`src/hdl/vns_pkg.sv`:
```
// Package for the vector normalize and scale block.
// Holds the default parameter values and the item kind codes; no dependencies.
`default_nettype none
package vns_pkg;
   localparam int FRAC_BITS_DEF  = 16;
   localparam int COMP_WIDTH_DEF = 24;
   localparam int LANES          = 3;

   typedef enum logic {KIND_NORMALIZE = 1'b0, KIND_SCALE = 1'b1} kind_type;
endpackage
`default_nettype wire

```
`src/hdl/vns_sqrt_cell.sv`:
```
// One digit of the square root: two radicand bits in, one root bit out.
// Depends on vns_pkg. Side data passes through unchanged.
`default_nettype none
module vns_sqrt_cell import vns_pkg::*; #(
   parameter int RW     = COMP_WIDTH_DEF,
   parameter int SIDE_W = 1
) (
   input  wire logic              clock,
   input  wire logic              reset,
   input  wire logic              in_valid,
   input  wire logic [2*RW-1:0]   in_rad,
   input  wire logic [RW+1:0]     in_rem,
   input  wire logic [RW-1:0]     in_root,
   input  wire logic [SIDE_W-1:0] in_side,
   output logic                   out_valid,
   output logic [2*RW-1:0]        out_rad,
   output logic [RW+1:0]          out_rem,
   output logic [RW-1:0]          out_root,
   output logic [SIDE_W-1:0]      out_side
);
   logic              valid_ff;
   logic [2*RW-1:0]   rad_ff, rad_in;
   logic [RW+1:0]     rem_ff, rem_in, rem_t, trial;
   logic [RW-1:0]     root_ff, root_in;
   logic [SIDE_W-1:0] side_ff;
   logic              ge;

   always_comb begin
      rem_t   = {in_rem[RW-1:0], in_rad[2*RW-1 -: 2]};
      trial   = {in_root, 2'b01};
      ge      = rem_t >= trial;
      rem_in  = ge ? (rem_t - trial) : rem_t;
      root_in = {in_root[RW-2:0], ge};
      rad_in  = in_rad << 2;
   end

   always_ff @(posedge clock) begin
      if (reset) begin
         valid_ff <= 1'b0;
      end else begin
         valid_ff <= in_valid;
      end
      rad_ff  <= rad_in;
      rem_ff  <= rem_in;
      root_ff <= root_in;
      side_ff <= in_side;
   end

   assign out_valid = valid_ff;
   assign out_rad   = rad_ff;
   assign out_rem   = rem_ff;
   assign out_root  = root_ff;
   assign out_side  = side_ff;
endmodule
`default_nettype wire

```
`config.mk`:
```
export PLATFORM = sky130hd
export DESIGN_NAME = vns_sqrt_cell
export DESIGN_NICKNAME = d
export VERILOG_FILES = /design/src/hdl/vns_pkg.sv /design/src/hdl/vns_sqrt_cell.sv
export SDC_FILE = /design/constraint.sdc
export NUM_CORES = 1
export LEC_CHECK = 0
export ABC_AREA = 1
export BUFFER_PORTS_ARGS = -buffer_cell sky130_fd_sc_hd__buf_2
export CAP_MARGIN = 25
export CORE_ASPECT_RATIO = 2
export CORE_MARGIN = 3
export CORE_UTILIZATION = 40
export DETAILED_ROUTE_END_ITERATION = 10
export GPL_ROUTABILITY_DRIVEN = 1
export PLACE_DENSITY = 0.7
export REMOVE_ABC_BUFFERS = 1
export SYNTH_ARGS = -nofsm -noshare
export SYNTH_HDL_FRONTEND = slang
export SYNTH_SLANG_ARGS = --single-unit
```
`constraint.sdc`:
```
create_clock -name clock -period 4.95 [get_ports clock]
set_input_delay 0.495 -clock clock [delete_from_list [all_inputs] [get_ports clock]]
set_output_delay 0.495 -clock clock [all_outputs]
set_load 0.005 [all_outputs]
```
==> flow_summary.ini <==
[placed_design]
post-place-ws_ns = 1.90
port_buffers = 197
dpl_cell_area_mm2 = 0.00560
gp_congestion = 0.910
dp.cells = 938
dp_hpwl_mm = 11.0

[layout]
final.fill_count = 1139
final_net_count = 937
finish.instance_area_mm2 = 0.00590
fin_cells = 954
drive_gt1_share_pct = 29.9
final_util_pct = 53.9
antennaDiodeCount = 0
area_growth_pct = 31.3

[synth]
synth-seq-area-share_pct = 43.7
synth_cell_types = 30
netlist_instances = 608
synth.avg_cell_area_um2 = 7.39
synth_seq_cells = 98
syn_area_mm2 = 0.00449
ys_warn_count = 0

[routing]
drt_iter0_markers = 177
drc = 0
vias_per_cell = 4.47
antenna_left = 0
routed_wl_mm = 13.0
wl_per_cell_um = 13.7
firstDrtPassIters = 4
vias = 4266

[timing]
holdWs_ns = 0.249
post-route-period-util_pct = 53.9
slew_viol_final = 0
tightest_slew_ns = 0.545
fin_tns_setup_ns = 0
fmaxAchievable_ghz = 0.375
rsz0062_at_grt = no
finalCriticalPeriod_ns = 2.67
max_slew_margin_pct = 63.6
finalSetupViolCount = 0
hold_viol_final = 0
fin_ws_ns = 2.28

[floorplan]
io_pins = 202
die_height_um = 156
initial_core_util_pct = 41.0
core_mm2 = 0.0109
die_w_um = 80.9
die-area_mm2 = 0.0126
rows = 54

[critical_path]
critPathCaptureType = register
critPathKind = in2reg
required_ns = 5.17
cp_data_arrival_time_ns = 2.89
crit_path_start_kind = primary input
max_stage_delay_ns = 0.55
critPathMaxFanout = 37
path_cells = buf_2 > ha_1 > a21oi_1 > nor2_1 > nor2_1 > nand2_1 > a21oi_4 > nand3_4 > nand3_1 > nand2_1
slowest_stage = nand3_4

[min_path]
hp-class = in2reg

[clock_tree]
htree_num_levels = 3
cts.sinks = 98
clk_path_buf_depth = 2
ctsResizeCount = 0
tritoncts = done
cts-root-buf = clkbuf_16
postCtsSetupRepairBufs = 0
clk_pin_slew_ns = 0.07
postCtsHoldBufs = 0
cts_buffers = 9

[flow_run]
maxCapViolCount = 0

[global_routing]
grt_pass1_wl_mm = 18.7
antenna_found_initial = 0
grt_max_degree = 38
grt_overflow = 0
grt_pass1_vias = 4010
grt.total_usage_pct = 20.0

[run_status]
status = complete, no violations

[power_and_ir_drop]
ir_drop_mv = 0.184
p_leak_nw = 3.48
p_total_mw = 1.98
power.density_mw_per_mm2 = 336
[synthesized netlist by cell type]
| cell | number | share of area, % |
|---|---|---|
| nand3_1 | 27 | 3.0 |
| o21ai_2 | 9 | 1.8 |
| nor2_1 | 31 | 2.6 |
| clkbuf_1 | 2 | 0.17 |
| inv_2 | 1 | 0.083 |
| nor2_2 | 4 | 0.56 |
| buf_4 | 2 | 0.33 |
| nor2_4 | 1 | 0.25 |
| xor2_1 | 13 | 2.5 |
| conb_1 | 1 | 0.083 |
| nand3_4 | 2 | 0.78 |
| a21oi_4 | 1 | 0.36 |
| buf_6 | 3 | 0.75 |
| o21ai_0 | 2 | 0.22 |
| xnor2_1 | 1 | 0.19 |
| buf_2 | 1 | 0.11 |
| nand2_2 | 8 | 1.1 |
| nor3b_4 | 1 | 0.42 |
| nand4_1 | 23 | 3.2 |
| dfxtp_1 | 98 | 44 |
| o21ai_1 | 1 | 0.11 |
| nand2_4 | 1 | 0.25 |
| a21oi_1 | 13 | 1.4 |
| or2_2 | 1 | 0.14 |
| inv_1 | 128 | 11 |
| nand3b_1 | 4 | 0.67 |
| o21bai_1 | 2 | 0.33 |
| nand3_2 | 1 | 0.22 |
| nand2_1 | 200 | 17 |
| ha_1 | 26 | 7.2 |
[per-layer routing]
layer  part of all wire [%]  track usage [%]  vias to the layer above
met5                      0                0                        -
met4                    3.7             10.7                        0
met3                    7.8             4.51                       29
met2                     59             43.0                      167
met1                     29             14.5                     1835
li1                       -                -                     2235
[path summary, 6_finish.rpt]
| check | from | to | slack [ns] | depth (start not counted) |
|---|---|---|---|---|
| setup / recovery | in_rem[21] | out_rem[13] | 2.28 | 10 |
| hold / removal | in_rad[27] | out_rad[29] | 0.25 | 1 |
[kinds of logic after synthesis]
kind of cell	Yosys count	synth area share (%)
adders and majority gates	26	7.24
DFF	98	43.7
other	1	0.0835
buffers and inverters	137	12.1
xor gates and xnor gates	14	2.73
and+or+nand+nor	304	29.9
AOI/OAI and AO/OA	28	4.23
[cells in the final DEF (no fill, tap or decap), drive strengths merged, types with 12 or more instances in the layout]
| cell type | netlist | layout |
|---|---|---|
| dfxtp | 98 | 98 |
| inv | 129 | 130 |
| nor2 | 36 | 36 |
| nand2 | 209 | 209 |
| nand3 | 30 | 30 |
| a21oi | 14 | 14 |
| xor2 | 13 | 13 |
| ha | 26 | 26 |
| nand4 | 23 | 23 |
| o21ai | 12 | 12 |
| buf | 6 | 197 |
[power breakdown]
group | leakage [nW] | switching [mW] | total [mW] | internal [mW]
Clock | 0.148 | 0.317 | 0.683 | 0.366
Sequential | 0.827 | 0.0155 | 0.875 | 0.859
Combinational | 2.50 | 0.252 | 0.425 | 0.173
[flip-flops by register name, indices dropped and copies added, names as in the netlist]
name	flops
out_root	24
out_side	1
out_rem	26
out_valid	1
out_rad	46
[worst max-delay path, delay by kind of cell]
family | cells | cell delay, ns
buf+inv | 1 | 0.11
simple gates | 6 | 1.23
fa+ha+maj | 1 | 0.36
compound gates | 2 | 0.67
[final cells by class]
type	count	area (um^2)	share of cell area, %
Clock inverter	6	62.6	1.06
Timing Repair Buffer	197	986	16.7
Clock buffer	10	239	4.05
Inverter	129	484	8.21
Sequential cell	98	1960	33.3
Tap cell	140	175	2.97
Multi-Input combinational cell	374	1990	33.7
Note: power is estimated with default switching activity, not from simulation.
