===== src/hdl/vns_pkg.sv =====
// Package for the vector normalize and scale block.
// Holds the default parameter values and the item kind codes; no dependencies.
`default_nettype none
package vns_pkg;
   localparam int FRAC_BITS_DEF  = 16;
   localparam int COMP_WIDTH_DEF = 24;
   localparam int LANES          = 3;

   typedef enum logic {KIND_NORMALIZE = 1'b0, KIND_SCALE = 1'b1} kind_type;
endpackage
`default_nettype wire


===== src/hdl/vns_div_cell.sv =====
// One restoring divide step for all three lanes against the magnitude.
// Depends on vns_pkg. Side data passes through unchanged.
`default_nettype none
module vns_div_cell import vns_pkg::*; #(
   parameter int CW     = COMP_WIDTH_DEF,
   parameter int QW     = FRAC_BITS_DEF + 1,
   parameter int SIDE_W = 1
) (
   input  wire logic              clock,
   input  wire logic              reset,
   input  wire logic              in_valid,
   input  wire logic [CW-1:0]     in_mag,
   input  wire logic [CW:0]       in_rem [LANES],
   input  wire logic [QW-1:0]     in_quo [LANES],
   input  wire logic [SIDE_W-1:0] in_side,
   output logic                   out_valid,
   output logic [CW-1:0]          out_mag,
   output logic [CW:0]            out_rem [LANES],
   output logic [QW-1:0]          out_quo [LANES],
   output logic [SIDE_W-1:0]      out_side
);
   logic              valid_ff;
   logic [CW-1:0]     mag_ff;
   logic [CW:0]       rem_ff [LANES];
   logic [CW:0]       rem_in [LANES];
   logic [QW-1:0]     quo_ff [LANES];
   logic [QW-1:0]     quo_in [LANES];
   logic [SIDE_W-1:0] side_ff;

   always_comb begin
      logic [CW:0] rs;
      logic        ge;
      for (int i = 0; i < LANES; i++) begin
         ge        = in_rem[i] >= {1'b0, in_mag};
         rs        = ge ? (in_rem[i] - {1'b0, in_mag}) : in_rem[i];
         rem_in[i] = {rs[CW-1:0], 1'b0};
         quo_in[i] = {in_quo[i][QW-2:0], ge};
      end
   end

   always_ff @(posedge clock) begin
      if (reset) begin
         valid_ff <= 1'b0;
      end else begin
         valid_ff <= in_valid;
      end
      mag_ff  <= in_mag;
      rem_ff  <= rem_in;
      quo_ff  <= quo_in;
      side_ff <= in_side;
   end

   assign out_valid = valid_ff;
   assign out_mag   = mag_ff;
   assign out_rem   = rem_ff;
   assign out_quo   = quo_ff;
   assign out_side  = side_ff;
endmodule
`default_nettype wire


===== config.mk =====
export PLATFORM = sky130hd
export DESIGN_NAME = vns_div_cell
export DESIGN_NICKNAME = d
export VERILOG_FILES = /design/src/hdl/vns_pkg.sv /design/src/hdl/vns_div_cell.sv
export SDC_FILE = /design/constraint.sdc
export NUM_CORES = 1
export LEC_CHECK = 0
export BUFFER_PORTS_ARGS = -buffer_cell sky130_fd_sc_hd__buf_4
export CAP_MARGIN = 20
export CORE_MARGIN = 2
export CORE_UTILIZATION = 49
export CTS_BUF_LIST = sky130_fd_sc_hd__clkbuf_16
export DETAILED_ROUTE_END_ITERATION = 10
export PLACE_DENSITY = 0.81
export SETUP_SLACK_MARGIN = 0.5
export SYNTH_ARGS = -nofsm -noshare
export SYNTH_HDL_FRONTEND = slang
export SYNTH_SLANG_ARGS = --single-unit

===== constraint.sdc =====
create_clock -name clock -period 3.1 [get_ports clock]
set_input_delay 0 -clock clock [delete_from_list [all_inputs] [get_ports clock]]
set_output_delay 0 -clock clock [all_outputs]
set_load 0.005 [all_outputs]

==> impl_metrics.toml <==
[synth]
muxShareOfSynthArea_pct = 9.24
ys.flop_type = "dfxtp_1"
synth_seq_cells = 149
ys_async_sr_fraction_pct = 0
synth_fa_ha_area_share_pct = 12.7
synthCells = 761
synth_edf_count = 0
synth_xor_area_share_pct = 6.84
synth_top_family_by_area = "compound AO/OA/AOI/OAI gates"
ys_warn_count = 0
ys_types = 65
yosys.area_share.simple_pct = 11.3
syn_area_um2 = 7560
synth_compound_area_share_pct = 16.8
syn_area_per_cell_um2 = 9.93
ys_seq_area_share_pct = 39.5

[floorplan]
dieArea_um2 = 16400
core_um2 = 15100
start_util_pct = 49.9
fp.dieW_um = 128
io-pin-count = 306
num_rows = 45
die_y_um = 128

[setup_path]
cp-start-kind = "primary input"
path_max_fanout = 6
cp.required_ns = 3.41
crit_chain = "dlygate4sd3_1 -> buf_4 -> ha_2 -> and3_2 -> and4_1 -> and3_2 -> nand3_2 -> a21oi_2 -> nor4_4 -> buf_6 -> buf_12 -> mux2_2"
path_common_cell = "and3_2"
cpPeakStageDelay_ns = 0.57
criticalPathCategory = "primary input to flip-flop"
cp-startpoint = "in_rem[44]"
endpoint_kind = "flip-flop"
cp_slowest_cell = "dlygate4sd3_1"
worstPathArrival_ns = 2.90

[status]
outcome = "finished, violations left"
violations = "negative hold slack"

[clock_tree]
clockBufferDepth = 2
cts.clk_slew.worst_paths_ns = 0.06
cts_tree = "done"
cts.sinks = 149
clockRootBuffer = "clkbuf_16"
cts-htree-levels = 4
numCtsBuffers = 17

[global_route]
grt-ovfl-total = 0
grt_pass1_wl_mm = 42.3
antenna_found_initial = 0
grt_max_degree = 23
grtUsageTotal_pct = 33.9
grt_pass1_vias = 7854

[worst_hold_path]
hold_path.class = "primary input to flip-flop"
hold_depth = 4
min_from = "in_rem[0]"

[sta]
fin_crit_sh_pct = 83.5
tightest_slew_ns = 0.552
slew-limit-headroom_pct = 62.8
final.setup.tns_ns = 0
finalCriticalPeriod_ns = 2.59
hold_viol_final = 1
slew_viol_final = 0
rsz0062_at_grt = "true"
hold_slack_ns = -0.0330
max_freq_mhz = 386
setup_viol = 0

[layout]
finalNetCount = 1465
synthToLayoutAreaGrowth_pct = 65.6
layout-drive-gt1-share_pct = 37.4
insertedDiodeCount = 0
fillers = 786

[run]
cap_violations = 0

[drt]
wl_per_cell_um = 20.9
initialDrtViolationCount = 592
route.detailed.drc = 0
dr.pass1.iters = 9
viasPerCell = 5.49
routed_wl_mm = 30.0
drtAntennaViolNets = 0
vias = 7880

[pwr]
p_leak_nw = 5.85
ir_worst_vdd_mv = 0.546
powerDensity_nw_per_um2 = 522

[place]
dp_hpwl_mm = 18.3
io_buffers = 299
gp_congestion = 0.942
## worst paths after layout
kind                          end  slack (ns)
worst max-delay path  out_rem[49]        0.51
worst min-delay path   out_rem[1]       -0.03
## critical path, delay by kind of cell
family / cells / cell delay, ns
compound gates: 1 / 0.08
simple gates: 5 / 1.10
mux: 1 / 0.34
fa+ha+maj: 1 / 0.30
buf+inv: 4 / 1.06
## registers in the layout (all words and copies together) (netlist names)
signal	cells
out_mag	24
out_rem	72
out_valid	1
out_quo	51
out_side	1
## timing repair
| action | 4_1_cts | 5_1_grt |
|---|---|---|
| endpoints found under the hold margin | 147 | 2 |
| hold buffers | 147 | 2 |
| resized for setup | 0 | 49 |
| endpoints found under the setup margin | 0 | 66 |
| buffers inserted | 0 | 11 |
## metal layers
metal | wire, µm | vias to the layer above | track usage [%] | share of wire (%)
met1 | 11100 | 3663 | 35.9 | 37
met4 | 2010 | 0 | 21.4 | 6.7
met2 | 14500 | 428 | 58.9 | 48
li1 | - | 3655 | - | -
met5 | 0 | - | 0 | 0
met3 | 2350 | 134 | 9.77 | 7.8
## Yosys cell counts (9+ instances only)
master	instances	share of area, %
nor2b_1	11	0.91
xor2_1	19	2.2
a21oi_1	79	5.2
xnor2_1	40	4.6
o21bai_1	12	1.2
dfxtp_1	149	39
inv_1	42	2.1
mux2_2	34	5.1
nand2_1	29	1.4
nor2_1	47	2.3
o21ai_0	31	2.1
ha_1	72	12
nor3_1	9	0.60
mux2_4	17	3.4
a21o_1	21	2.1
nand4_1	9	0.74
nand2b_1	9	0.74
nand3_1	16	1.1
## through the flow
| stage | setup WS [ns] | power [mW] | cells | util, % | area, µm² |
|---|---|---|---|---|---|
| floorplan | 0.524 | 3.24 | 763 | - | 7590 |
| CTS | 0.500 | 6.30 | 1420 | 79.9 | 12100 |
| finish | 0.511 | 6.53 | 1436 | 82.6 | 12500 |
| global route | 0.456 | 6.75 | 1436 | 82.6 | 12500 |
| detailed placement | 0.175 | 4.03 | 1242 | 66.3 | 10000 |
| global placement | 0.256 | 4.00 | 1242 | 66.3 | 10000 |
## cell type report
type	count	area [µm²]	share of cell area, %
clock buffer	17	425	3.40
clock inverter	14	173	1.38
inverter	42	186	1.49
multi-input combinational	555	4540	36.3
sequential	149	2980	23.8
tap	188	235	1.88
timing repair buffer	471	3970	31.8
## cells by family after synthesis
family,after synthesis
other,1
buffers and inverters,59
AO/OA/AOI/OAI,197
AND/OR/NAND/NOR,164
flip-flops,149
XOR/XNOR,59
multiplexers,57
adder cells (fa/ha/maj),75
## placed cells by master (no fill, tap or decap), drive strengths merged, types with 6 or more instances in the layout
| cell type | instances |
|---|---|
| dlygate4sd3 | 148 |
| o21bai | 12 |
| nand4 | 9 |
| xnor2 | 40 |
| nand3 | 16 |
| clkinvlp | 8 |
| dfxtp | 149 |
| mux2i | 6 |
| o21ai | 33 |
| mux2 | 51 |
| and3 | 9 |
| nor3 | 10 |
| nand2b | 9 |
| clkbuf | 19 |
| a21oi | 82 |
| nor2 | 47 |
| inv | 41 |
| xor2 | 19 |
| buf | 320 |
| o21a | 8 |
| nor2b | 12 |
| a21o | 23 |
| ha | 72 |
| or2 | 7 |
| nand2 | 30 |
## power by group
part,internal (mW),total (mW),switching [mW]
Combinational,1.15,2.08,0.933
Sequential,2.18,2.28,0.102
Clock,1.27,2.16,0.890
Note: power is estimated with default switching activity, not from simulation.
